### src/hw/rtl/pwmpc_pkg.sv
// Package for the PWM channel panel controller.
// Holds the shared constants, action codes and the controller command struct.
// No dependencies.
`timescale 1ns / 1ps

package pwmpc_pkg;

  localparam int CHANNELS_DEF  = 24;
  localparam int DUTY_BITS_DEF = 10;

  localparam int CFG_STEP_W  = 6;
  localparam int CFG_LIMIT_W = 10;
  localparam int APB_DATA_W  = 32;
  localparam int APB_ADDR_W  = 3;

  localparam logic [CFG_STEP_W-1:0]  STEP_RESET  = 6'd10;
  localparam logic [CFG_LIMIT_W-1:0] LIMIT_RESET = 10'd1023;

  localparam logic REG_COARSE_STEP = 1'b0;
  localparam logic REG_DUTY_LIMIT  = 1'b1;

  localparam logic [1:0] ACT_PLUS   = 2'd0;
  localparam logic [1:0] ACT_MINUS  = 2'd1;
  localparam logic [1:0] ACT_TOGGLE = 2'd2;

  typedef struct packed {
    logic load_in;
    logic exec;
  } cmd_t;

endpackage

### src/hw/rtl/pwm_channel_panel_controller.sv
// An accepted word is captured, then executed when no result waits or the waiting one
// is taken; its result word is registered at execution, and no new word is taken before.
// A new word is accepted while the previous result still waits on the master side.
// Reset: asynchronous, active low; duties go to half scale, channel 0 selected,
// all outputs enabled, held latch mask on channel 0, registers to their defaults.
`timescale 1ns / 1ps

module pwm_channel_panel_controller #(
  parameter int CHANNELS  = pwmpc_pkg::CHANNELS_DEF,
  parameter int DUTY_BITS = pwmpc_pkg::DUTY_BITS_DEF,
  parameter int CW        = (CHANNELS > 2) ? $clog2(CHANNELS) : 1,
  parameter int OUT_BITS  = CW + 2 * DUTY_BITS + 2 * CHANNELS + 2,
  parameter int OUT_W     = ((OUT_BITS + 7) / 8) * 8
) (
  input  logic                              clk_i,
  input  logic                              rst_ni,
  input  logic                              s_tvalid,
  output logic                              s_tready,
  // Fields from bit 0: action[1:0], select_mode, coarse, zero padding.
  input  logic [7:0]                        s_tdata,
  output logic                              m_tvalid,
  input  logic                              m_tready,
  // Fields from bit 0: channel, duty, channel_active, duty_word, latch_mask,
  // latch_pulse, oe_mask, zero padding.
  output logic [OUT_W-1:0]                  m_tdata,
  input  logic                              psel,
  input  logic                              penable,
  input  logic                              pwrite,
  input  logic [pwmpc_pkg::APB_ADDR_W-1:0]  paddr,
  input  logic [pwmpc_pkg::APB_DATA_W-1:0]  pwdata,
  output logic [pwmpc_pkg::APB_DATA_W-1:0]  prdata,
  output logic                              pready
);
  import pwmpc_pkg::*;

  cmd_t                   cmd;
  logic [CFG_STEP_W-1:0]  coarse_step;
  logic [CFG_LIMIT_W-1:0] duty_limit;
  logic [CW-1:0]          channel;
  logic [DUTY_BITS-1:0]   duty;
  logic                   channel_active;
  logic [DUTY_BITS-1:0]   duty_word;
  logic [CHANNELS-1:0]    latch_mask;
  logic                   latch_pulse;
  logic [CHANNELS-1:0]    oe_mask;

  pwmpc_cfg u_cfg (
    .clk_i         (clk_i),
    .rst_ni        (rst_ni),
    .psel          (psel),
    .penable       (penable),
    .pwrite        (pwrite),
    .paddr         (paddr),
    .pwdata        (pwdata),
    .prdata        (prdata),
    .pready        (pready),
    .coarse_step_o (coarse_step),
    .duty_limit_o  (duty_limit)
  );

  pwmpc_ctrl u_ctrl (
    .clk_i       (clk_i),
    .rst_ni      (rst_ni),
    .in_valid_i  (s_tvalid),
    .in_ready_o  (s_tready),
    .out_valid_o (m_tvalid),
    .out_ready_i (m_tready),
    .cmd_o       (cmd)
  );

  pwmpc_dp #(
    .CHANNELS  (CHANNELS),
    .DUTY_BITS (DUTY_BITS),
    .CW        (CW)
  ) u_dp (
    .clk_i            (clk_i),
    .rst_ni           (rst_ni),
    .cmd_i            (cmd),
    .action_i         (s_tdata[1:0]),
    .select_mode_i    (s_tdata[2]),
    .coarse_i         (s_tdata[3]),
    .coarse_step_i    (coarse_step),
    .duty_limit_i     (duty_limit),
    .channel_o        (channel),
    .duty_o           (duty),
    .channel_active_o (channel_active),
    .duty_word_o      (duty_word),
    .latch_mask_o     (latch_mask),
    .latch_pulse_o    (latch_pulse),
    .oe_mask_o        (oe_mask)
  );

  assign m_tdata = OUT_W'({oe_mask, latch_pulse, latch_mask, duty_word,
                           channel_active, duty, channel});

endmodule

### src/hw/rtl/pwmpc_cfg.sv
// Configuration register file of the PWM channel panel controller.
// APB write and read of the coarse step and duty limit registers.
// Depends on pwmpc_pkg.
`timescale 1ns / 1ps

module pwmpc_cfg (
  input  logic                                     clk_i,
  input  logic                                     rst_ni,
  input  logic                                     psel,
  input  logic                                     penable,
  input  logic                                     pwrite,
  input  logic [pwmpc_pkg::APB_ADDR_W-1:0]         paddr,
  input  logic [pwmpc_pkg::APB_DATA_W-1:0]         pwdata,
  output logic [pwmpc_pkg::APB_DATA_W-1:0]         prdata,
  output logic                                     pready,
  output logic [pwmpc_pkg::CFG_STEP_W-1:0]         coarse_step_o,
  output logic [pwmpc_pkg::CFG_LIMIT_W-1:0]        duty_limit_o
);
  import pwmpc_pkg::*;

  logic [CFG_STEP_W-1:0]  coarse_step_q, coarse_step_d;
  logic [CFG_LIMIT_W-1:0] duty_limit_q, duty_limit_d;
  logic                   wr_en;

  assign pready = 1'b1;
  assign wr_en  = psel & penable & pwrite & pready;

  always_comb begin
    coarse_step_d = coarse_step_q;
    duty_limit_d  = duty_limit_q;
    if (wr_en) begin
      unique case (paddr[2])
        REG_COARSE_STEP: coarse_step_d = pwdata[CFG_STEP_W-1:0];
        REG_DUTY_LIMIT:  duty_limit_d  = pwdata[CFG_LIMIT_W-1:0];
        default:         coarse_step_d = coarse_step_q;
      endcase
    end
  end

  always_ff @(posedge clk_i or negedge rst_ni) begin
    if (!rst_ni) begin
      coarse_step_q <= STEP_RESET;
      duty_limit_q  <= LIMIT_RESET;
    end else begin
      coarse_step_q <= coarse_step_d;
      duty_limit_q  <= duty_limit_d;
    end
  end

  always_comb begin
    unique case (paddr[2])
      REG_COARSE_STEP: prdata = APB_DATA_W'(coarse_step_q);
      REG_DUTY_LIMIT:  prdata = APB_DATA_W'(duty_limit_q);
      default:         prdata = '0;
    endcase
  end

  assign coarse_step_o = coarse_step_q;
  assign duty_limit_o  = duty_limit_q;

endmodule

### src/hw/rtl/pwmpc_ctrl.sv
// Controller state machine of the PWM channel panel controller.
// Sequences input capture, execution and the output word handshake.
// Depends on pwmpc_pkg.
`timescale 1ns / 1ps

module pwmpc_ctrl (
  input  logic             clk_i,
  input  logic             rst_ni,
  input  logic             in_valid_i,
  output logic             in_ready_o,
  output logic             out_valid_o,
  input  logic             out_ready_i,
  output pwmpc_pkg::cmd_t  cmd_o
);
  import pwmpc_pkg::*;

  localparam logic S_IDLE = 1'b0;
  localparam logic S_EXEC = 1'b1;

  logic state_q, state_d;
  logic out_valid_q, out_valid_d;
  cmd_t cmd;

  always_comb begin
    state_d     = state_q;
    out_valid_d = out_valid_q & ~out_ready_i;
    cmd         = '0;
    unique case (state_q)
      S_IDLE: begin
        if (in_valid_i) begin
          cmd.load_in = 1'b1;
          state_d     = S_EXEC;
        end
      end
      S_EXEC: begin
        if (!out_valid_q || out_ready_i) begin
          cmd.exec    = 1'b1;
          out_valid_d = 1'b1;
          state_d     = S_IDLE;
        end
      end
      default: state_d = S_IDLE;
    endcase
  end

  always_ff @(posedge clk_i or negedge rst_ni) begin
    if (!rst_ni) begin
      state_q     <= S_IDLE;
      out_valid_q <= 1'b0;
    end else begin
      state_q     <= state_d;
      out_valid_q <= out_valid_d;
    end
  end

  assign in_ready_o  = (state_q == S_IDLE);
  assign out_valid_o = out_valid_q;
  assign cmd_o       = cmd;

endmodule

### src/hw/rtl/pwmpc_dp.sv
// Datapath of the PWM channel panel controller.
// Holds the duty store, selection, enable mask, held latch words and the result register.
// Depends on pwmpc_pkg.
`timescale 1ns / 1ps

module pwmpc_dp #(
  parameter int CHANNELS  = pwmpc_pkg::CHANNELS_DEF,
  parameter int DUTY_BITS = pwmpc_pkg::DUTY_BITS_DEF,
  parameter int CW        = (CHANNELS > 2) ? $clog2(CHANNELS) : 1
) (
  input  logic                               clk_i,
  input  logic                               rst_ni,
  input  pwmpc_pkg::cmd_t                    cmd_i,
  input  logic [1:0]                         action_i,
  input  logic                               select_mode_i,
  input  logic                               coarse_i,
  input  logic [pwmpc_pkg::CFG_STEP_W-1:0]   coarse_step_i,
  input  logic [pwmpc_pkg::CFG_LIMIT_W-1:0]  duty_limit_i,
  output logic [CW-1:0]                      channel_o,
  output logic [DUTY_BITS-1:0]               duty_o,
  output logic                               channel_active_o,
  output logic [DUTY_BITS-1:0]               duty_word_o,
  output logic [CHANNELS-1:0]                latch_mask_o,
  output logic                               latch_pulse_o,
  output logic [CHANNELS-1:0]                oe_mask_o
);
  import pwmpc_pkg::*;

  localparam int AW = ((DUTY_BITS > CFG_LIMIT_W) ? DUTY_BITS : CFG_LIMIT_W) + 1;
  localparam logic [AW-1:0]        DUTY_MAX  = AW'((1 << DUTY_BITS) - 1);
  localparam logic [AW-1:0]        CH_TOP    = AW'(CHANNELS - 1);
  localparam logic [DUTY_BITS-1:0] DUTY_HALF = DUTY_BITS'(1 << (DUTY_BITS - 1));

  function automatic logic [AW-1:0] bump(logic [AW-1:0] v, logic [AW-1:0] step,
                                         logic down, logic [AW-1:0] top);
    logic [AW-1:0] r;
    if (down) begin
      r = (v < step) ? '0 : v - step;
    end else begin
      r = v + step;
    end
    return (r > top) ? top : r;
  endfunction

  logic [1:0]           act_q;
  logic                 mode_q;
  logic                 coarse_q;

  logic [DUTY_BITS-1:0] duty_q [CHANNELS];
  logic [CW-1:0]        sel_q, sel_d;
  logic [CHANNELS-1:0]  en_q, en_d;
  logic [DUTY_BITS-1:0] hword_q, hword_d;
  logic [CHANNELS-1:0]  hmask_q, hmask_d;

  logic [AW-1:0]        step, lim, sel_bump, duty_bump;
  logic                 down, bump_act, duty_wr;
  logic [CHANNELS-1:0]  sel_hot;
  logic [DUTY_BITS-1:0] duty_new;

  always_ff @(posedge clk_i) begin
    if (cmd_i.load_in) begin
      act_q    <= action_i;
      mode_q   <= select_mode_i;
      coarse_q <= coarse_i;
    end
  end

  always_comb begin
    step      = coarse_q ? AW'(coarse_step_i) : AW'(1);
    lim       = (AW'(duty_limit_i) > DUTY_MAX) ? DUTY_MAX : AW'(duty_limit_i);
    down      = (act_q == ACT_MINUS);
    bump_act  = (act_q == ACT_PLUS) || (act_q == ACT_MINUS);
    sel_hot   = CHANNELS'(1) << sel_q;
    sel_bump  = bump(AW'(sel_q), step, down, CH_TOP);
    duty_bump = bump(AW'(duty_q[sel_q]), step, down, lim);

    sel_d   = sel_q;
    en_d    = en_q;
    hword_d = hword_q;
    hmask_d = hmask_q;
    duty_wr = 1'b0;
    if (bump_act) begin
      if (mode_q) begin
        sel_d = sel_bump[CW-1:0];
      end else begin
        duty_wr = 1'b1;
        hword_d = duty_bump[DUTY_BITS-1:0];
        hmask_d = sel_hot;
      end
    end else if (act_q == ACT_TOGGLE) begin
      en_d = en_q ^ sel_hot;
    end
    duty_new = duty_wr ? hword_d : duty_q[sel_d];
  end

  always_ff @(posedge clk_i or negedge rst_ni) begin
    if (!rst_ni) begin
      for (int i = 0; i < CHANNELS; i++) begin
        duty_q[i] <= DUTY_HALF;
      end
      sel_q   <= '0;
      en_q    <= '1;
      hword_q <= DUTY_HALF;
      hmask_q <= CHANNELS'(1);
    end else if (cmd_i.exec) begin
      if (duty_wr) begin
        duty_q[sel_q] <= hword_d;
      end
      sel_q   <= sel_d;
      en_q    <= en_d;
      hword_q <= hword_d;
      hmask_q <= hmask_d;
    end
  end

  always_ff @(posedge clk_i) begin
    if (cmd_i.exec) begin
      channel_o        <= sel_d;
      duty_o           <= duty_new;
      channel_active_o <= en_d[sel_d];
      duty_word_o      <= hword_d;
      latch_mask_o     <= hmask_d;
      latch_pulse_o    <= bump_act;
      oe_mask_o        <= en_d;
    end
  end

endmodule

### config.mk
export PLATFORM = sky130hd
export DESIGN_NAME = pwm_channel_panel_controller
export DESIGN_NICKNAME = d
export VERILOG_FILES = /design/src/hw/rtl/pwmpc_pkg.sv /design/src/hw/rtl/pwm_channel_panel_controller.sv /design/src/hw/rtl/pwmpc_cfg.sv /design/src/hw/rtl/pwmpc_ctrl.sv /design/src/hw/rtl/pwmpc_dp.sv
export SDC_FILE = /design/constraint.sdc
export NUM_CORES = 1
export LEC_CHECK = 0
export ABC_CLOCK_PERIOD_IN_PS = 8090
export BUFFER_PORTS_ARGS = -buffer_cell sky130_fd_sc_hd__buf_2
export CAP_MARGIN = 20
export CORE_ASPECT_RATIO = 1.2
export CORE_MARGIN = 1.5
export CORE_UTILIZATION = 45
export CTS_CLUSTER_DIAMETER = 40
export CTS_CLUSTER_SIZE = 14
export DETAILED_ROUTE_END_ITERATION = 6
export REMOVE_ABC_BUFFERS = 1
export SETUP_SLACK_MARGIN = 0.02
export SKIP_LAST_GASP = 1
export SLEW_MARGIN = 20
export SYNTH_ARGS = -nofsm -noshare
export SYNTH_HDL_FRONTEND = slang
export SYNTH_HIERARCHICAL = 1
export SYNTH_SLANG_ARGS = --single-unit
### constraint.sdc
create_clock -name clk_i -period 8.09 [get_ports clk_i]
set_input_delay 1.618 -clock clk_i [delete_from_list [all_inputs] [get_ports clk_i]]
set_output_delay 1.618 -clock clk_i [all_outputs]
set_load 0.005 [all_outputs]
# --- Yosys cells after proc, flatten, opt, wreduce, memory -nomap -nowiden ---
# Cells that the tools add are included.
# W data, S select, Z words.
word_totals:
  regBits: 400
  latch_bits: 0
  ramBits: 0
  mem_bits_ro: 0
  in_bits: 50
  output_inout_bits: 115
  elab_cells: 112
  n_memories: 0
op_classes:
  addsub: 4
  multipliers: 0
  div_mod_pow: 0
  order_cmp: 8
  eq_ne: 2
  shift: 1
  n_mux: 38
  bitwise: 9
  reduce_logical: 8
op_table:
  columns: ["cell", "count"]
  rows:
  - ["$bwmux W240", 1]
  - ["$bmux W10 S5", 2]
  - ["$mux W24", 4]
  - ["$mux W10", 9]
  - ["$pmux W32 S2", 1]
  - ["$demux W10 S5", 1]
  - ["$mux W11", 4]
  - ["$shl A1 B5 Y24 const A", 1]
  - ["$xor A24 B24 Y24", 1]
  - ["$mux W5", 3]
  - ["$ge A6 B6 Y1 const B", 2]
  - ["$not A5 Y6", 2]
  - ["$add A10 B11 Y11", 1]
  - ["$add A5 B11 Y11", 1]
  - ["$gt A11 B10 Y1", 1]
  - ["$gt A11 B5 Y1 const B", 1]
  - ["$lt A10 B11 Y1", 1]
  - ["$lt A5 B11 Y1", 1]
  - ["$sub A10 B11 Y11", 1]
  - ["$sub A5 B11 Y11", 1]
  - ["$mux W1", 10]
  - ["$lt A5 B6 Y1 const B", 1]
  - ["$lt A6 B1 Y1 const B", 1]
  - ["$mux W6", 1]
  - ["11 further kinds", 18]

# --- Logic depth before layout (Yosys ltp) ---
depth:
  ltp_word: 13
  depth_mapped: 28
  mapped_depth_nobuf: 23

# --- Modules after synthesis ---
# The synthesis kept the hierarchy.
by_module_without_submodules:
  columns: ["module", "n_inst", "cells_per_inst", "area_each_um2", "seq_area_each_um2"]
  rows:
  - ["pwmpc_dp", 1, 1967, 20031.7, 10017.1]
  - ["pwmpc_cfg", 1, 70, 918.4, 415.4]
  - ["pwmpc_ctrl", 1, 8, 93.8, 50.0]
  - ["pwm_channel_panel_controller", 1, 8, 56.3, 0.0]

# --- Least setup slack after synthesis ---
# No wires, ideal clock.
synth_path:
  path_type: "register to register"
  from: "register u_dp.sel_q[0]"
  to: "register u_dp.duty_word_o[7] (data pin)"
  setup_ns: 0.254
  t_arrival_ns: 6.339
  required_time_ns: 7.836
  path_slack_ns: 1.498
  path_stages_with_launch: 27
  n_path_buf: 5
  synth_period_minus_slack_ns: 6.592
  cell_sequence: "dfrtp_1 -> buf_2 -> buf_1 -> clkbuf_1 -> mux4_2 -> a22oi_1 -> nand3_1 -> ha_1 -> nor2_1 -> nor2_1 -> o21a_1 -> a311o_1 -> nor4_4 -> a211oi_1 -> ha_1 -> nor2b_1 -> o21a_1 -> o21a_1 -> o21a_1 -> o21ai_0 -> nand3b_1 -> a21bo_2 -> buf_6 -> mux2_2 -> mux2i_2 -> buf_2 -> inv_1"
synth_between:
  elab_chain_len: 11
  elab_cells_between_ends: 13
  cone_classes: "add/sub: 2; order compare: 2; mux: 8; bitwise: 1"
synth_rtl:
  columns: ["item", "line", "rtl"]
  rows:
  - ["start: declaration", "pwmpc_dp.sv:50", "logic [CW-1:0] sel_q, sel_d;"]
  - ["start signal: assignment", "pwmpc_dp.sv:109", "sel_q <= sel_d;"]
  - ["$not A5 Y6 (not written as such) (*)", "pwmpc_dp.sv:75", "duty_bump = bump(AW'(duty_q[sel_q]), step, down, lim);"]
  - ["$bmux W10 S5 (*)", "pwmpc_dp.sv:75", null]
  - ["$mux W10 (not written as such) (*) (2 in a row)", "pwmpc_dp.sv:75", null]
  - ["$sub A10 B11 Y11 or $lt A10 B11 Y1 (tied branches)", "pwmpc_dp.sv:38", "r = (v < step) ? '0 : v - step;"]
  - ["$mux W11", "pwmpc_dp.sv:38", null]
  - ["$mux W11 (*)", "pwmpc_dp.sv:37", "if (down) begin"]
  - ["$gt A11 B10 Y1", "pwmpc_dp.sv:42", "return (r > top) ? top : r;"]
  - ["$mux W10 (*)", "pwmpc_dp.sv:42", null]
  - ["$mux W10 (*)", "pwmpc_dp.sv:83", "if (mode_q) begin"]
  - ["$mux W10 (*)", "pwmpc_dp.sv:82", "if (bump_act) begin"]
  - ["net u_dp.hword_d[7]", "pwmpc_dp.sv:52", "logic [DUTY_BITS-1:0] hword_q, hword_d;"]
  - ["end signal: assignment", "pwmpc_dp.sv:121", "duty_word_o <= hword_d;"]
  - ["end: declaration", "pwmpc_dp.sv:22", "output logic [DUTY_BITS-1:0] duty_word_o,"]
# Mark *: on every way through the listed nets, which the timed path passes. The rest lies on a longest branch. The select of a mux whose other input is x is not followed.
# A chain may end at the register's enable or synchronous reset.

# --- Worst setup path after layout ---
layout_path:
  from: "register u_dp.sel_q[0]"
  to: "register u_dp/duty_q[39] (netlist name)"
layout_between:
  elab_chain_len: 12
  elab_cells_between_ends: 19
  cone_classes: "add/sub: 2; order compare: 4; mux: 11; bitwise: 1; reduce/logical: 1"
layout_rtl:
  columns: ["item", "line", "rtl"]
  rows:
  - ["$not A5 Y6 (not written as such) (*)", "pwmpc_dp.sv:75, pwmpc_dp.sv:107", null]
  - ["$bmux W10 S5", "pwmpc_dp.sv:75", null]
  - ["$mux W10 (not written as such) (2 in a row)", "pwmpc_dp.sv:75", null]
  - ["$sub A10 B11 Y11 or $lt A10 B11 Y1 (tied branches)", "pwmpc_dp.sv:38", null]
  - ["$mux W11", "pwmpc_dp.sv:38", null]
  - ["$mux W11", "pwmpc_dp.sv:37", null]
  - ["$gt A11 B10 Y1", "pwmpc_dp.sv:42", null]
  - ["$mux W10", "pwmpc_dp.sv:42", null]
  - ["$mux W10", "pwmpc_dp.sv:83", null]
  - ["$mux W10", "pwmpc_dp.sv:82", null]
  - ["$bwmux W240 (*)", "pwmpc_dp.sv:107", "duty_q[sel_q] <= hword_d;"]
  - ["end signal: indexed assignment", "pwmpc_dp.sv:107", null]
  - ["end: declaration", "pwmpc_dp.sv:49", "logic [DUTY_BITS-1:0] duty_q [CHANNELS];"]
# Every way passes the cells marked *; elsewhere a longest branch is shown, timed or not. The select of a mux whose other input is x is not followed.

==> key figures <==
Clock network
  • CTS Buf Count: 55
  • CTS clk-pin slew, worst paths: ~0.06 ns
  • Post-cts hold buffer count: 0
  • Setup bufs post-CTS: 0
  • Root Buffer: clkbuf_16
  • Sink Count: 400
  • CTS HTree Levels: 2
  • Maximum root-to-sink buffer count: 3
  • Skew-Pair Late Insertion Delay: 0.62 ns
  • CTS tree: done
  • Post_cts resized: 0

Setup path
  • Crit-path max FO: 25
  • Worst EP required: roughly 8.6 ns
  • Setup CP Type: reg -> reg
  • Flop2flop setup slack: 1.10 ns
  • Slowest-stage cell, CP: a2111oi_0
  • R2R Path End: u_dp/duty_q[39]$_DFFE_PN1P_
  • Worst r2r path cells: 22
  • Worst r2r src: u_dp/sel_q[0]$_DFFE_PN0P_
  • Crit path arrival time: roughly 7.5 ns
  • Crit-path cells: buf_12 -> mux4_2 -> a22oi_1 -> and3_1 -> inv_1 -> ha_1 -> nor2b_1 -> o21a_1 -> o21ai_0 -> a2111oi_0 -> and2_1 -> a211oi_1 -> nor2_1 -> ha_1 -> a21o_1 -> a21o_1 -> a21oi_1 -> a21oi_1 -> a21bo_2 -> mux2_2 -> mux2i_4 -> o21ai_0
  • Setup crit end kind: flip-flop
  • Crit path launch type: flip-flop
  • CP peak stage delay: a little under 0.8 ns

Floorplanning
  • Die width: 201 um
  • Die Y: 240 um
  • Std cell rows: 86
  • Io pins: between 150 and 200
  • Core area: approximately 46000 um^2
  • Initial Util: 0.458
  • Die area: roughly 48000 um^2

Timing
  • Final hold vios: 0
  • Clock skew: ~0.027 ns
  • Peak Freq: between 100 and 150 MHz
  • Setup Viol. Count Final: 0
  • Post-route clock period utilization: 0.864
  • Slew headroom: 0.266
  • WHS: 0.464 ns
  • TNS Setup: 0 ns
  • Fin. max-slew vios: 0
  • Slew @ Worst Pin: roughly 1.1 ns
  • Tmin final: about 7 ns
  • RSZ-0062 raised after global routing: no

GRT
  • Initial antenna violation count: 0
  • Vias in the first global route: between 15000 and 20000
  • GRT Residual Overflow: 0
  • First-pass GRT wire length: 95.8 mm
  • GRT Total Usage: 0.262
  • Pin count of the biggest net entering global routing: ~140

Finish
  • Layout cells sized above 1: 0.206
  • Area Overhead vs Synth: 14.2%
  • Design area: roughly 24000 um^2
  • Area occupied by multi-input gates: 9710 um^2
  • Filler cells: about 4200
  • Register area: around 10000 um^2
  • ANT cells: 0
  • Nets: between 2000 and 2500

Synthesis
  • Synth Cell Area: between 20000 and 25000 um^2
  • Top_reg_cell synth: dfrtp_1
  • EDFF count, synth: 79
  • Asr flop ratio synth: 0.803
  • Avg Cell Area, Syn: a little over 10 um^2
  • Synth top area cells: dfrtp_1, edfxtp_1, nand2_1, dfstp_2, mux4_2
  • Synthesized flop and latch total: 400
  • Register area share after synthesis: 0.497
  • Post-synthesis cell count: around 2100
  • Area share of the largest cell type after synthesis: 0.307
  • Synth area leader: dfrtp_1
  • Yosys warns: 6
  • Yosys cell types: 80

Drt
  • Drt total wl: approximately 60 mm
  • Starting DRT DRC Count: between 1000 and 1500
  • # DRC: 0
  • ANT nets after route: 0
  • Total number of vias: 15900
  • Vias per inst: 5.73
  • DR WL/cell: 22.3 um
  • Drt pass-1 iters: 6

Status
  • Status: finished, final reports clean

Hold path
  • Hold Path Stages: 2
  • HP Class: reg -> reg
  • Hold Path Sink: u_dp/hmask_q[0]$_DFFE_PN1P_
  • HP Start: u_dp/hmask_q[0]$_DFFE_PN1P_

Power
  • Peak supply drop: about 0.17 mV
  • Cell area power density: 339 nW/um^2
  • Total Power: slightly above 8 mW
  • Leakage: 10.2 nW

Placement
  • DP Area: roughly 22000 um^2
  • Placer Congestion: roughly 0.83
  • Number of port buffers: 108
  • Detail Placement HPWL: 41.0 mm

Run
  • Max-cap violations: 0
[cell usage in the layout (no fill, tap or decap), types with 41 or more instances in the layout]
cell | Yosys | layout
mux4_2 | 60 | 60
nand3_1 | 63 | 63
clkbuf_16 | 0 | 56
dfstp_2 | 62 | 62
buf_2 | 28 | 107
mux2i_1 | 104 | 104
o21ai_0 | 224 | 224
nor2_1 | 64 | 63
buf_4 | 33 | 41
nand2_1 | 472 | 472
xnor2_1 | 52 | 52
dfrtp_1 | 259 | 257
edfxtp_1 | 79 | 79
[kinds of logic after synthesis]
family	share of synthesized area
flip-flops	0.497
AND/OR/NAND/NOR	0.138
XOR/XNOR	0.0232
buffers and inverters	0.0491
multiplexers	0.135
adder cells (fa/ha/maj)	0.0234
AO/OA/AOI/OAI	0.134
other	0.000534
[power by group]
group / internal [mW] / total (mW) / switching [mW] / leakage [nW]
Combinational: 1.04 / 2.75 / 1.71 / 4.30
Sequential: 2.50 / 2.82 / 0.323 / 4.97
Clock: 1.60 / 2.60 / 1.00 / 0.952
[sequential cells by signal, summed over array words and instances (netlist names), 6 cells and up]
name,flops
u_dp/hword_q,10
u_cfg/coarse_step_o,6
u_dp/duty_o,10
u_dp/duty_q,240
u_dp/hmask_q,24
u_cfg/duty_limit_o,10
u_dp/en_q,24
u_dp/oe_mask_o,24
u_dp/duty_word_o,10
u_dp/latch_mask_o,24
[worst max-delay path by stage]
stage | start | to | slack (ns) | depth (start not counted)
6_report | u_dp/sel_q[0]$_DFFE_PN0P_ | u_dp/duty_q[39]$_DFFE_PN1P_ | 1.10 | 22
3_5_place_dp | u_dp/sel_q[0]$_DFFE_PN0P_ | u_dp/duty_q[29]$_DFFE_PN1P_ | 1.20 | 20
5_1_grt | u_dp/sel_q[0]$_DFFE_PN0P_ | u_dp/duty_q[180]$_DFFE_PN0P_ | 0.68 | 22
2_1_floorplan | u_dp/sel_q[0]$_DFFE_PN0P_ | u_dp/duty_o[8]$_DFFE_PP_ | 0.26 | 15
4_1_cts | u_dp/sel_q[0]$_DFFE_PN0P_ | u_dp/duty_q[49]$_DFFE_PN1P_ | 1.17 | 20
3_3_place_gp | u_dp/sel_q[0]$_DFFE_PN0P_ | u_dp/duty_word_o[9]$_DFFE_PP_ | 1.24 | 22
[final cells by class]
type,instances,area share
timing repair buffer,155,0.0406
clock buffer,61,0.0598
tap,616,0.0320
inverter,44,0.00706
multi-input combinational,1457,0.403
clock inverter,43,0.0224
sequential,400,0.435
[cells in the mapped netlist (4+ instances only)]
cell         n
a2111oi_0    4
a211oi_1    20
a21boi_0     8
a21o_1       8
a21oi_1     22
a221oi_1    15
a22o_1      25
a22oi_1     32
a31oi_1      6
a32oi_1     14
and2_1      10
buf_1        7
buf_2       28
buf_4       33
buf_6        6
clkbuf_1   101
dfrtp_1    259
dfstp_2     62
edfxtp_1    79
fa_1         4
ha_1        33
inv_1       40
inv_2        4
mux2_2      34
mux2i_1    104
mux4_2      60
nand2_1    472
nand2b_1     7
nand3_1     63
nand4_1      4
nor2_1      64
nor2b_1      8
nor3_1      18
o21a_1      12
o21ai_0    224
o21ai_1     34
o21bai_1     6
xnor2_1     52
xor2_1       4
[stage by stage]
stage                     utilization  setup slack, ns  cells
after floorplan                     -            0.259   1901
after global placement          0.480             1.24   2672
after detailed placement        0.480             1.20   2672
after CTS                       0.523             1.17   2776
after global routing            0.523            0.685   2776
final                           0.523             1.10   2776
[routing by layer]
| metal | up-vias | global-route usage | wire (um) |
|---|---|---|---|
| met4 | 0 | 0.137 | 3370 |
| met2 | 528 | 0.443 | 30200 |
| met5 | - | 0 | 0 |
| li1 | 7336 | - | - |
| met3 | 187 | 0.0420 | 3390 |
| met1 | 7857 | 0.324 | 24900 |
[critical path: cells and delay by family (launching register included)]
kind	cells	cell delay (ns)
AO/OA/AOI/OAI	11	2.66
adder cells (fa/ha/maj)	2	0.59
buffers and inverters	2	0.40
multiplexers	3	1.55
flip-flops	1	0.75
AND/OR/NAND/NOR	4	0.88
Note: power is estimated with default switching activity, not from simulation.
